--- config.mk ---
export PLATFORM = sky130hd
export DESIGN_NAME = json_number_lexer
export DESIGN_NICKNAME = d
export VERILOG_FILES = /design/src/rtl/jnl_pkg.sv /design/src/rtl/jnl_lexer.sv /design/src/rtl/json_number_lexer.sv
export SDC_FILE = /design/constraint.sdc
export NUM_CORES = 1
export LEC_CHECK = 0
export ABC_AREA = 1
export ABC_CLOCK_PERIOD_IN_PS = 8000
export BUFFER_PORTS_ARGS = -buffer_cell sky130_fd_sc_hd__buf_2
export CAP_MARGIN = 20
export CORE_MARGIN = 3
export CORE_UTILIZATION = 25
export DETAILED_ROUTE_END_ITERATION = 12
export GPL_TIMING_DRIVEN = 0
export PLACE_DENSITY = 0.49
export RECOVER_POWER = 50
export SYNTH_ARGS = -nofsm -noshare
export SYNTH_HDL_FRONTEND = slang
export SYNTH_SLANG_ARGS = --single-unit
--- constraint.sdc ---
create_clock -name i_clk -period 8 [get_ports i_clk]
set_input_delay 0.4 -clock i_clk [delete_from_list [all_inputs] [get_ports i_clk]]
set_output_delay 0.4 -clock i_clk [all_outputs]
set_load 0.02 [all_outputs]
--- src/rtl/jnl_pkg.sv ---
`timescale 1ns / 1ps
`default_nettype none

package jnl_pkg;

    localparam int unsigned MAX_LEN = 64;
    localparam int unsigned LEN_W   = 7;
    localparam int unsigned MAG_W   = 63;
    localparam int unsigned VAL_W   = 64;

    localparam logic [1:0] ST_INT    = 2'd0;
    localparam logic [1:0] ST_REAL   = 2'd1;
    localparam logic [1:0] ST_SYNTAX = 2'd2;
    localparam logic [1:0] ST_OVER   = 2'd3;

    localparam logic [7:0] CH_ZERO  = 8'h30;
    localparam logic [7:0] CH_NINE  = 8'h39;
    localparam logic [7:0] CH_MINUS = 8'h2D;
    localparam logic [7:0] CH_PLUS  = 8'h2B;
    localparam logic [7:0] CH_DOT   = 8'h2E;
    localparam logic [7:0] CH_UPE   = 8'h45;
    localparam logic [7:0] CH_LOWE  = 8'h65;
    localparam logic [7:0] CH_SPACE = 8'h20;
    localparam logic [7:0] CH_TAB   = 8'h09;
    localparam logic [7:0] CH_LF    = 8'h0A;
    localparam logic [7:0] CH_CR    = 8'h0D;
    localparam logic [7:0] CH_COMMA = 8'h2C;
    localparam logic [7:0] CH_RBRACE   = 8'h7D;
    localparam logic [7:0] CH_RBRACKET = 8'h5D;

    typedef struct packed {
        logic [7:0] char_byte;
        logic       buffer_end;
    } t_in;

    typedef struct packed {
        logic [1:0]              status;
        logic signed [VAL_W-1:0] int_value;
        logic [LEN_W-1:0]        num_length;
    } t_out;

endpackage

`default_nettype wire

--- src/rtl/jnl_lexer.sv ---
`timescale 1ns / 1ps
`default_nettype none

module jnl_lexer (
    input  wire logic         i_clk,
    input  wire logic         i_rst_n,
    input  wire logic         i_take,
    input  wire jnl_pkg::t_in i_item,
    output logic              o_res_valid,
    output jnl_pkg::t_out     o_res
);

    typedef enum logic [3:0] {
        S_INIT  = 4'd0,
        S_ZERO  = 4'd1,
        S_SIGN  = 4'd2,
        S_INT   = 4'd3,
        S_DOT   = 4'd4,
        S_FRAC  = 4'd5,
        S_EXP   = 4'd6,
        S_ESIGN = 4'd7,
        S_EDIG  = 4'd8,
        S_SKIP  = 4'd9
    } t_state;

    t_state                          r_state, st, n_state;
    logic [jnl_pkg::MAG_W-1:0]       r_mag, n_mag;
    logic signed [jnl_pkg::VAL_W-1:0] r_nmag, n_nmag;
    logic                            r_neg, n_neg;
    logic [jnl_pkg::LEN_W-1:0]       r_count, n_count, cnt_inc, len;

    logic [7:0] c;
    logic       last, is_digit, is_term, is_e, accum;
    logic       has_res;
    logic [1:0] res;
    logic [3:0] d;
    logic [jnl_pkg::MAG_W+3:0]       mag_x10;
    logic signed [jnl_pkg::VAL_W-1:0] nmag_x10;
    logic       ovf;

    assign c        = i_item.char_byte;
    assign last     = i_item.buffer_end;
    assign is_digit = (c >= jnl_pkg::CH_ZERO) && (c <= jnl_pkg::CH_NINE);
    assign is_e     = (c == jnl_pkg::CH_UPE) || (c == jnl_pkg::CH_LOWE);
    assign is_term  = (c == jnl_pkg::CH_SPACE) || (c == jnl_pkg::CH_TAB) ||
                      (c == jnl_pkg::CH_LF) || (c == jnl_pkg::CH_CR) ||
                      (c == jnl_pkg::CH_COMMA) || (c == jnl_pkg::CH_RBRACE) ||
                      (c == jnl_pkg::CH_RBRACKET);
    assign d        = c[3:0];

    // Times ten plus digit, kept wide so that any carry past 63 bits shows overflow.
    assign mag_x10  = {1'b0, r_mag, 3'b000} + {3'b000, r_mag, 1'b0} +
                      {{jnl_pkg::MAG_W{1'b0}}, d};
    assign ovf      = |mag_x10[jnl_pkg::MAG_W+3:jnl_pkg::MAG_W];
    // The negated value is tracked alongside so the output needs no extra negation.
    assign nmag_x10 = (r_nmag <<< 3) + (r_nmag <<< 1) -
                      $signed({{(jnl_pkg::VAL_W-4){1'b0}}, d});
    assign cnt_inc  = r_count + 1'b1;

    always_comb begin
        st      = r_state;
        has_res = 1'b0;
        res     = jnl_pkg::ST_SYNTAX;
        len     = '0;
        accum   = 1'b0;
        n_neg   = r_neg;
        unique case (r_state)
            S_INIT, S_SIGN: begin
                if (is_digit && (c != jnl_pkg::CH_ZERO)) begin
                    accum = 1'b1;
                    st    = S_INT;
                end else if (c == jnl_pkg::CH_ZERO) begin
                    st = S_ZERO;
                end else if ((c == jnl_pkg::CH_MINUS) && (r_state == S_INIT)) begin
                    n_neg = 1'b1;
                    st    = S_SIGN;
                end else begin
                    has_res = 1'b1;
                end
            end
            S_ZERO, S_INT: begin
                if (is_digit && (r_state == S_INT)) begin
                    if (ovf) begin
                        has_res = 1'b1;
                        res     = jnl_pkg::ST_OVER;
                    end else begin
                        accum = 1'b1;
                    end
                end else if (c == jnl_pkg::CH_DOT) begin
                    st = S_DOT;
                end else if (is_e) begin
                    st = S_EXP;
                end else if (is_term) begin
                    has_res = 1'b1;
                    res     = jnl_pkg::ST_INT;
                    len     = r_count;
                end else begin
                    has_res = 1'b1;
                end
            end
            S_DOT, S_ESIGN: begin
                if (is_digit) begin
                    st = (r_state == S_DOT) ? S_FRAC : S_EDIG;
                end else begin
                    has_res = 1'b1;
                end
            end
            S_FRAC, S_EDIG: begin
                if (is_digit) begin
                    st = r_state;
                end else if (is_e && (r_state == S_FRAC)) begin
                    st = S_EXP;
                end else if (is_term) begin
                    has_res = 1'b1;
                    res     = jnl_pkg::ST_REAL;
                    len     = r_count;
                end else begin
                    has_res = 1'b1;
                end
            end
            S_EXP: begin
                if ((c == jnl_pkg::CH_PLUS) || (c == jnl_pkg::CH_MINUS)) begin
                    st = S_ESIGN;
                end else if (is_digit) begin
                    st = S_EDIG;
                end else begin
                    has_res = 1'b1;
                end
            end
            S_SKIP: begin
                st = S_SKIP;
            end
            default: begin
                has_res = 1'b1;
            end
        endcase

        if ((r_state != S_SKIP) && !has_res) begin
            if (last) begin
                has_res = 1'b1;
                len     = cnt_inc;
                if ((st == S_ZERO) || (st == S_INT)) begin
                    res = jnl_pkg::ST_INT;
                end else if ((st == S_FRAC) || (st == S_EDIG)) begin
                    res = jnl_pkg::ST_REAL;
                end else begin
                    res = jnl_pkg::ST_SYNTAX;
                end
            end else if (cnt_inc >= jnl_pkg::LEN_W'(jnl_pkg::MAX_LEN)) begin
                has_res = 1'b1;
                res     = jnl_pkg::ST_OVER;
            end
        end

        n_mag  = accum ? mag_x10[jnl_pkg::MAG_W-1:0] : r_mag;
        n_nmag = accum ? nmag_x10 : r_nmag;

        if (r_state == S_SKIP) begin
            n_state = last ? S_INIT : S_SKIP;
            n_count = r_count;
            if (last) begin
                n_mag  = '0;
                n_nmag = '0;
                n_neg  = 1'b0;
                n_count = '0;
            end
        end else if (has_res) begin
            n_state = last ? S_INIT : S_SKIP;
            n_count = '0;
        end else begin
            n_state = st;
            n_count = cnt_inc;
        end

        o_res_valid = has_res;
        o_res.status = res;
        if (res == jnl_pkg::ST_INT) begin
            o_res.int_value = n_neg ? n_nmag : $signed({1'b0, n_mag});
        end else begin
            o_res.int_value = '0;
        end
        o_res.num_length = ((res == jnl_pkg::ST_INT) || (res == jnl_pkg::ST_REAL)) ? len : '0;

        if (has_res) begin
            n_mag  = '0;
            n_nmag = '0;
            n_neg  = 1'b0;
        end
    end

    always_ff @(posedge i_clk) begin
        if (!i_rst_n) begin
            r_state <= S_INIT;
            r_mag   <= '0;
            r_nmag  <= '0;
            r_neg   <= 1'b0;
            r_count <= '0;
        end else if (i_take) begin
            r_state <= n_state;
            r_mag   <= n_mag;
            r_nmag  <= n_nmag;
            r_neg   <= n_neg;
            r_count <= n_count;
        end
    end

endmodule

`default_nettype wire

--- src/rtl/json_number_lexer.sv ---
// JSON number lexer.
// Input channel: one buffer byte per transfer (char_byte, buffer_end) on
// i_in_valid / o_in_ready with payload i_in_data. Output channel: one result
// per buffer (status, int_value, num_length) on o_out_valid / i_out_ready
// with payload o_out_data.
// Each byte is checked and folded into the running value in the cycle of its
// transfer; its result is registered into the main output register, or into
// the skid register while the main one holds a stalled result. While the skid
// register is empty a byte can be taken every cycle, so the sustained rate is
// one byte per cycle, bound by the multiply-by-ten add on the 63-bit magnitude.
// After a result, remaining bytes up to the one flagged as last are taken
// and dropped at the same rate.
// The output has a main register and one skid register. When the receiver
// stalls, one further result can still be stored; o_in_ready drops only
// while the skid register holds a result.
// Reset (synchronous, active low) returns the lexer to its initial state and
// empties both output registers.
`timescale 1ns / 1ps
`default_nettype none

module json_number_lexer (
    input  wire logic          i_clk,
    input  wire logic          i_rst_n,
    input  wire logic          i_in_valid,
    output logic               o_in_ready,
    input  wire jnl_pkg::t_in  i_in_data,
    output logic               o_out_valid,
    input  wire logic          i_out_ready,
    output jnl_pkg::t_out      o_out_data
);

    logic          take;
    logic          res_valid;
    jnl_pkg::t_out res;
    logic          push;

    logic          r_out_valid, r_skid_valid;
    jnl_pkg::t_out r_out, r_skid;

    assign o_in_ready  = !r_skid_valid;
    assign take        = i_in_valid && o_in_ready;
    assign push        = take && res_valid;
    assign o_out_valid = r_out_valid;
    assign o_out_data  = r_out;

    jnl_lexer u_lexer (
        .i_clk      (i_clk),
        .i_rst_n    (i_rst_n),
        .i_take     (take),
        .i_item     (i_in_data),
        .o_res_valid(res_valid),
        .o_res      (res)
    );

    always_ff @(posedge i_clk) begin
        if (!i_rst_n) begin
            r_out_valid  <= 1'b0;
            r_skid_valid <= 1'b0;
        end else if (r_out_valid && i_out_ready) begin
            if (r_skid_valid) begin
                r_out        <= r_skid;
                r_skid_valid <= 1'b0;
            end else if (push) begin
                r_out <= res;
            end else begin
                r_out_valid <= 1'b0;
            end
        end else if (!r_out_valid) begin
            if (push) begin
                r_out       <= res;
                r_out_valid <= 1'b1;
            end
        end else if (push) begin
            r_skid       <= res;
            r_skid_valid <= 1'b1;
        end
    end

endmodule

`default_nettype wire

# After elaboration in Yosys (flattened, before gate mapping)
# Cells that the tools add are included.
[classes]
bitwise_logic = 2
n_reduce_logical = 35
eq_ne = 33
magnitude_cmp = 3
n_addsub = 5
n_mux = 88
[ops]
columns = ["op", "n"]
rows = [
  ["$mux W64", 6],
  ["$mux W73", 4],
  ["$mux W63", 4],
  ["$mux W7", 12],
  ["$add A66 B64 Y67", 1],
  ["$add A67 B4 Y67", 1],
  ["$add A64 B64 Y64", 1],
  ["$sub A64 B5 Y64", 1],
  ["$mux W4", 15],
  ["$eq A8 B6 Y1 const B", 6],
  ["$eq A8 B7 Y1 const B", 4],
  ["$mux W1", 30],
  ["$eq A8 B4 Y1 const B", 3],
  ["$mux W2", 12],
  ["$pmux W4 S6", 1],
  ["$eq A4 B3 Y1 const B", 5],
  ["$pmux W7 S2", 1],
  ["$eq A4 B2 Y1 const B", 3],
  ["$eq A4 B4 Y1 const B", 3],
  ["$logic_or A1 B1 Y1", 11],
  ["$reduce_or A2 Y1", 5],
  ["$logic_and A1 B1 Y1", 9],
  ["$eq A4 B1 Y1 const B", 2],
  ["$ge A8 B6 Y1 const B", 1],
  ["other kinds (18)", 25],
]
[totals]
output_inout_bits = 75
inputBits = 13
elab_cells = 179
register_bits = 287

# Longest topological paths before layout
# Gate-level depths: netlist of the first run.
[logic_depth]
word_depth = 21
depth_mapped = 29
ltp_nobuf = 28

# Hierarchy
# From an unflattened synthesis of the first run, not the netlist that was laid out.
[hier_totals]
hier_cells = 4352
area_unflattened_um2 = 27421.3
[by_module_without_submodules]
columns = ["module", "area_per_inst_um2", "cells_per_inst", "instances", "seq_area_each_um2"]
rows = [
  ["jnl_lexer", 20443.4, 3629, 1, 2782.7],
  ["json_number_lexer", 6977.9, 723, 1, 4424.2],
]

# Worst setup path before layout of the first run
# Ideal clock, no wire load.
[synth_timing]
path_kind = "input -> register"
start = "input i_in_data[4] in the netlist's numbering"
end = "register r_skid[0] in the netlist's numbering, enable pin"
setup_slack_ns = 1.275
path_stages = 23
n_path_buf = 1
arrival_ns = 6.221
setup_time_ns = 0.504
required_ns = 7.496
cell_sequence = "inv_1 > fa_1 > fa_1 > inv_1 > nand3_1 > nand2_1 > nand3_1 > nand2_1 > nand2_1 > nand2_1 > nand3_1 > nand2_1 > nand2_1 > nand2_1 > nor2_4 > nand3_4 > nand2_4 > o211ai_4 > nand2_2 > inv_2 > buf_2 > nand2_1 > nor2_1"
[synth_via]
elab_chain_len = 11
word_cells_on_any_way = 37
classes_between = "add/sub (1); order compare (2); eq/ne (7); mux (15); reduce/logical (12)"
[synth_rtl]
columns = ["element", "line", "text"]
rows = [
  ["start, declared", "json_number_lexer.sv:26", "input wire jnl_pkg::t_in i_in_data,"],
  ["branches (longest 5 deep; another with $add A67 B4 Y67)", "n/a", ""],
  ["$pmux W1 S6 *", "jnl_lexer.sv:67", "unique case (r_state)"],
  ["$mux W1 / $logic_not A1 Y1 (equally long branches)", "jnl_lexer.sv:149, jnl_lexer.sv:138", ""],
  ["$mux W1 / $logic_and A1 B1 Y1 (equally long branches)", "jnl_lexer.sv:139, jnl_lexer.sv:138", ""],
  ["$mux W1 *", "jnl_lexer.sv:138", "if ((r_state != S_SKIP) && !has_res) begin"],
  ["$logic_and A1 B1 Y1 *", "json_number_lexer.sv:42", "assign push = take && res_valid;"],
  ["$reduce_and A4 Y1 (no source line) *", "n/a", ""],
  ["end signal, assigned", "json_number_lexer.sv:74", "r_skid <= res;"],
  ["end, declared", "json_number_lexer.sv:38", "jnl_pkg::t_out r_out, r_skid;"],
]
# Every way passes the cells marked *.
# A chain may end at the register's enable or synchronous reset.

# Worst setup path in the final report of the first run
[layout_timing]
start = "register u_lexer.r_mag[0] in the netlist's numbering"
end = "register u_lexer.r_mag[47] in the netlist's numbering"
[layout_via]
elab_chain_len = 10
word_cells_on_any_way = 18
classes_between = "add/sub (2); mux (13); reduce/logical (3)"
[layout_rtl]
columns = ["element", "line", "text"]
rows = [
  ["start, declared", "jnl_lexer.sv:27", "logic [jnl_pkg::MAG_W-1:0] r_mag, n_mag;"],
  ["start signal, assigned", "jnl_lexer.sv:200", "r_mag <= n_mag;"],
  ["$add A66 B64 Y67 *", "jnl_lexer.sv:52", "assign mag_x10 = {1'b0, r_mag, 3'b000} + {3'b000, r_mag, 1'b0} +"],
  ["$add A67 B4 Y67 *", "jnl_lexer.sv:52", ""],
  ["$reduce_or A4 Y1", "jnl_lexer.sv:54", "assign ovf = |mag_x10[jnl_pkg::MAG_W+3:jnl_pkg::MAG_W];"],
  ["$mux W1", "jnl_lexer.sv:83", "if (ovf) begin"],
  ["$mux W1", "jnl_lexer.sv:82", "if (is_digit && (r_state == S_INT)) begin"],
  ["$pmux W1 S6 / $pmux W1 S2 (equally long branches)", "jnl_lexer.sv:67", ""],
  ["$mux W1, or another cell as far along", "jnl_lexer.sv:149", "end else if (cnt_inc >= jnl_pkg::LEN_W'(jnl_pkg::MAX_LEN)) begin"],
  ["$mux W1, or another cell as far along", "jnl_lexer.sv:139", "if (last) begin"],
  ["$mux W1 / $mux W63 (equally long branches)", "jnl_lexer.sv:138, jnl_lexer.sv:158", ""],
  ["$mux W63 *", "jnl_lexer.sv:184", "if (has_res) begin"],
]
# Every way passes the cells marked *; elsewhere a longest branch is shown, timed or not.

==> impl_metrics.yaml, run 1 <==
status:
  status: "complete, but fails checks"
  violations: "max-capacitance violations, max-slew violations"
sta:
  setup_tns_ns: 0
  hold-worst-slack_ns: 0.213
  worst_pin_slew_ns: 1.71
  fmax_mhz: 152
  timing.final.crit_share_pct: 82.4
  relSlewSlack_pct: -14.0
  drv_slew: 47
  clock_skew_ns: 0.0242
  period_minus_slack_ns: 6.59
  rsz0062_at_grt: "false"
  setup_viol_count_final: 0
  hold_viol: 0
yosys:
  synth_common_cells: "nand2_1, inv_1, a21oi_1"
  synth-seq-cells: 287
  synth_adder_area_share_pct: 12.2
  synth_compound_area_share_pct: 14.4
  async_reset_ff_share_pct: 0
  synthesis.area_um2: 26200
  muxShareOfSynthArea_pct: 0
  syn_nets: 4198
  synth-edff-count: 146
  avgSynthCellArea_um2: 6.65
  ys_warn_count: 0
  ys.flop_type: "edfxtp_1"
  synth_top_cell_by_area: "edfxtp_1"
  syn_inst: 3932
  synth.area.top_cells: "edfxtp_1, nand2_1, ha_1"
  yosysSeqAreaShare_pct: 27.5
  synth_top_area_share_pct: 16.8
  synth_top_family_by_area: "simple AND/OR/NAND/NOR gates"
  synthMostInstantiatedCell: "nand2_1"
  yosysUniqueCellTypes: 49
  synth_xor_area_share_pct: 3.68
  synth-simple-area-share_pct: 31.3
routing:
  drtAntennaViolNets: 0
  viasPerCell: 4.95
  vias: 27100
  drt_wl_total_um: 114000
  drt_first_pass_iters: 5
  route.detailed.drc: 0
  drt_iter0_markers: 2366
  wl_per_cell_um: 20.8
placement:
  dp_hpwl_um: 93300
  placed_area_um2: 28500
  portBuffers: 87
  place.gp.congestion: 0.985
worst_setup_path:
  worstPathArrival_ns: 7.08
  crit_path_top_delay_cell: "nor2_1"
  cp_slowest_stage_delay_ns: 1.01
  crit_type: "register to register"
  critPathMaxFanout: 10
  crit_path_end_kind: "register"
  critical_path.cell_chain: "inv_1 > fa_1 > fa_1 > inv_1 > nand3_1 > nand2_1 > nand2_1 > nand2_1 > nand2_1 > nand2_1 > nand2_1 > nand2_1 > nand2_1 > nand3_1 > nand2_1 > nor2_1 > nand3_1 > nand2_1 > o211ai_1 > nor2_1 > clkbuf_1 > nand4_1 > a21oi_1"
  critPathTopFamily: "simple AND/OR/NAND/NOR gates"
  worstPathRequired_ns: 8.48
  crit_buf_inv: 3
  cpMostUsedCell: "nand2_1"
  startpoint_type: "register"
clock_network:
  ctsResizeCount: 0
  cts_tree: "yes"
  clkTransAtPathRegs_ns: 0.07
  hold_buffers: 0
  cts_setup_buffers: 0
  clk_path_buf_depth: 3
  cts_sinks: 287
  h-tree-depth: 2
  cts_made_buffers: 36
  cts_root_buf: "clkbuf_16"
  worstSkewPairLatency_ns: 0.57
grt:
  grt-ovfl-total: 0
  grt_pass1_vias: 25500
  grt_pass1_wl_um: 166000
  antenna_found_initial: 1
  grt_usage_pct: 20.4
  grt_max_degree: 31
floorplan:
  die_area_um2: 109000
  dieWidth_um: 329
  initial_core_util_pct: 25.2
  core_area_um2: 104000
  die_h_um: 329
  io_pins: 88
  num_rows: 118
finish:
  drive_gt1_share_pct: 5.19
  diodes: 0
  final_cell_area_um2: 29300
  areaGrowthSynthToFinish_pct: 12.2
  fin_util_pct: 28.3
  fin_nets: 4329
power_and_ir_drop:
  leakage_uw: 0.0137
  peakVddDrop_uv: 123
  power_uw: 3960
  powerDensity_nw_per_um2: 135
job:
  maxCapViolCount: 2
worst_hold_path:
  worstHoldPathType: "primary input to register"
==> through the flow <==
stage               worst slack (ns)  std cells
CTS                             2.62       5467
global route                    1.17       5468
floorplan                       1.27       3932
detailed placement              2.17       5404
finish                          1.41       5468
global placement               -2.11       5399
==> sequential cells by signal (all words and copies together), names as in the netlist <==
| signal | cells |
|---|---|
| u_lexer.r_count | 7 |
| u_lexer.r_neg | 1 |
| o_out_valid | 1 |
| u_lexer.r_nmag | 64 |
| o_out_data | 73 |
| r_skid_valid | 1 |
| u_lexer.r_mag | 63 |
| r_skid | 73 |
| u_lexer.r_state | 4 |
==> cell families after synthesis <==
logic type / count (synthesis)
xor gates and xnor gates: 110
buffers and inverters: 720
adders and majority gates: 253
AOI/OAI and AO/OA: 700
and+or+nand+nor: 1862
DFF: 287
==> power breakdown <==
group          total (uW)  switching (uW)  internal [uW]
Clock                1630             677            951
Combinational         681             512            170
Sequential           1650            35.2           1610
==> worst min-delay path, delay by kind of cell <==
kind	cells	cell delay, ns
buf+inv	1	0.09
compound gates	1	0.06
simple gates	2	0.17
==> routing by layer <==
layer | wire length [um] | up-vias | part of all wire, % | track usage [%]
li1 | - | 13300 | - | -
met5 | 0 | - | 0 | 0
met2 | 52500 | 815 | 46 | 34.1
met3 | 5610 | 144 | 4.9 | 1.50
met1 | 51200 | 12800 | 45 | 27.6
met4 | 4450 | 0 | 3.9 | 7.13
==> cells in the final DEF (no fill, tap or decap), types with 3 or more instances in the layout <==
cell	count
a21boi_0	9
fa_1	4
clkbuf_16	36
and3_1	8
o21a_1	9
nor2_2	6
a21o_1	14
a31oi_1	23
nand2_1	968
bufinv_16	3
dfxtp_1	141
inv_2	20
and2_1	4
o21ai_0	112
clkbuf_1	184
nor4_1	7
nand2_2	13
buf_6	8
ha_1	249
buf_4	5
nor3_1	27
edfxtp_1	146
nor2_1	354
nand3b_1	4
o21ai_1	3
or2_2	55
nand4_1	214
xnor2_1	50
a22oi_1	3
clkinv_1	4
nand3_1	188
a21oi_1	477
xor2_1	60
o211ai_1	9
inv_1	549
buf_2	42
o21bai_1	35
buf_1	16
nor2_4	11
==> worst paths after layout <==
kind                                   startpoint                         endpoint  slack [ns]  cells past startpoint
setup / recovery    u_lexer.r_mag[0]$_SDFFE_PN0P_   u_lexer.r_mag[47]$_SDFFE_PN0P_        1.41                     23
hold / removal                        i_out_ready        r_skid_valid$_SDFFE_PP0P_        0.21                      4
setup reg to reg    u_lexer.r_mag[0]$_SDFFE_PN0P_   u_lexer.r_mag[47]$_SDFFE_PN0P_        1.41                     23
hold reg to reg   u_lexer.r_nmag[50]$_SDFFE_PN0P_  u_lexer.r_nmag[50]$_SDFFE_PN0P_        0.46                      2
==> layout make-up <==
type                            count  area [um2]
Inverter                          570        2140
Multi-Input combinational cell   2925       16100
Clock inverter                     10         141
Tap cell                         1380        1730
Clock buffer                       53         985
Buffer                            150         674
Sequential cell                   287        7210
Timing Repair Buffer               93         403
Fill cell                       11800       74300
(Power assumes the default switching activity.)
==> run 2, diff against run 1 <==
Settings changed: ABC_CLOCK_PERIOD_IN_PS 8000 to 5400, PLACE_DENSITY 0.49 to 0.5.
Clock period 8 ns to 5.4 ns, I/O delays scaled along.
==> impl_metrics.yaml, run 2 (same netlist as run 1, synthesis figures left out) <==
floorplan:
  initial_core_util_pct: 25.2
  core_area_um2: 104000
  die_h_um: 329
  die_area_um2: 109000
  dieWidth_um: 329
  num_rows: 118
  io_pins: 88
routing:
  drt_iter0_markers: 2835
  drtAntennaViolNets: 0
  drt_wl_total_um: 112000
  viasPerCell: 5.00
  wl_per_cell_um: 20.4
  route.detailed.drc: 0
  drt_first_pass_iters: 6
  vias: 27400
finish:
  fin_util_pct: 28.5
  fillCellCount: 11700
  ff_latch_area_um2: 7210
  layout_common_cells: "nand2_1, inv_1, a21oi_1, nor2_1, ha_1"
  drive_gt1_share_pct: 5.96
  fin_nets: 4333
  final_cells: 5476
  final_common_cell: "nand2_1"
  multi_input_area_um2: 16100
  diodes: 0
  areaGrowthSynthToFinish_pct: 13.1
clock_network:
  worstSkewPairLatency_ns: 0.56
  h-tree-depth: 2
  cts_tree: "yes"
  cts_root_buf: "clkbuf_16"
  hold_buffers: 0
  clk_path_buf_depth: 3
  clkTransAtPathRegs_ns: 0.06
  cts_sinks: 287
  cts_made_buffers: 37
grt:
  met1_usage_pct: 27.7
  use_met2_pct: 31.6
  antenna_found_initial: 1
  grt-ovfl-total: 0
  grtUsageMet3_pct: 2.19
  grt_pass1_wl_um: 163000
  grt_max_degree: 29
  busiest_layer: "met2"
  grt_pass1_vias: 25500
  grt_usage_pct: 19.9
power_and_ir_drop:
  leakage_uw: 0.0139
  peakVddDrop_uv: 194
  powerDensity_nw_per_um2: 204
sta:
  timing.final.crit_share_pct: 95.5
  clock_skew_ns: 0.0277
  fmax_mhz: 194
  drv_slew: 28
  worst_pin_slew_ns: 1.65
  period_minus_slack_ns: 5.16
  setup_tns_ns: 0
  rsz0062_at_grt: "true"
  setup_viol_count_final: 0
  relSlewSlack_pct: -9.75
  hold_viol: 0
worst_setup_path:
  crit_path_end_kind: "register"
  startpoint_type: "register"
  crit_type: "register to register"
  worstPathRequired_ns: 5.71
  critPathMaxFanout: 10
  worstPathArrival_ns: 5.47
placement:
  portBuffers: 87
  placedCellCount: 5406
  place.gp.congestion: 0.946
  dp_hpwl_um: 90400
worst_hold_path:
  worstHoldPathType: "primary input to register"
status:
  status: "complete, but fails checks"
  violations: "max-capacitance violations, max-slew violations"
job:
  maxCapViolCount: 1
==> run 2: area by class of cell <==
type,instances,area share [%]
Sequential cell,287,24.4
Clock inverter,23,0.719
Clock buffer,45,3.41
Multi-Input combinational cell,2926,54.6
Timing Repair Buffer,95,1.40
Inverter,570,7.24
Tap cell,1380,5.84
Buffer,150,2.42
==> run 2: through the flow <==
| stage | instance area, um2 | total power [uW] | hold WS (ns) | setup slack [ns] |
|---|---|---|---|---|
| 4_1_cts | 29700 | 6060 | 0.0534 | 0.0296 |
| 3_5_place_dp | 28500 | 3510 | 0.455 | -0.356 |
| 2_1_floorplan | 26200 | 3100 | 0.396 | 0.623 |
| 5_1_grt | 29600 | 6210 | 0.150 | -0.00184 |
| 6_report | 29600 | 6030 | 0.141 | 0.240 |
| 3_3_place_gp | 28300 | 3500 | 0.451 | -2.85 |
==> run 2: layer usage <==
layer / wire length [um] / share of wire (%) / vias up
met5: 0 / 0 / -
met4: 4240 / 3.8 / 0
met3: 7640 / 6.8 / 168
met2: 49300 / 44 / 981
met1: 50700 / 45 / 12900
li1: - / - / 13400
==> run 2: final timing paths <==
path	start	endpoint	cells after the start	slack [ns]
min reg2reg	u_lexer.r_nmag[53]$_SDFFE_PN0P_	u_lexer.r_nmag[53]$_SDFFE_PN0P_	2	0.46
max	u_lexer.r_mag[0]$_SDFFE_PN0P_	o_out_data[26]$_DFFE_PP_	26	0.24
max reg2reg	u_lexer.r_mag[0]$_SDFFE_PN0P_	o_out_data[26]$_DFFE_PP_	26	0.24
min	i_out_ready	o_out_valid$_SDFFE_PN0P_	4	0.14
==> run 2: where the power goes <==
| part | total, uW | leakage, uW | switching [uW] | internal (uW) |
|---|---|---|---|---|
| combinational | 1010 | 0.0108 | 753 | 258 |
| sequential | 2450 | 0.00243 | 60.5 | 2390 |
| clock | 2570 | 0.000588 | 1050 | 1520 |
| total | 6030 | 0.0139 | 1860 | 4170 |
==> run 2: what timing repair did <==
item,CTS,global route
pin swaps,1,2
gates cloned,1,0
resized for setup,1,22
setup buffers,0,1
endpoints found under the setup margin,43,113
==> run 2: critical path, stage by stage, from the launching register on <==
cell and delay, ns:
dfxtp_1 0.41, inv_1 0.10, fa_1 0.58, inv_1 0.06
ha_1 0.30, nand3_1 0.08, nand3_1 0.12, nand2_1 0.11
nand2_1 0.19, nand2_1 0.13, nand2_2 0.09, nand2_1 0.08
nand2_2 0.12, nand2_1 0.12, nand2_1 0.06, nand2_1 0.05
nand2_1 0.09, nor2_4 0.27, nand3_4 0.15, nand2_2 0.25
buf_2 0.28, buf_4 0.30, nand2_1 0.12, nand4_1 0.32
o21ai_0 0.27, nand3_1 0.16, a21oi_1 0.07
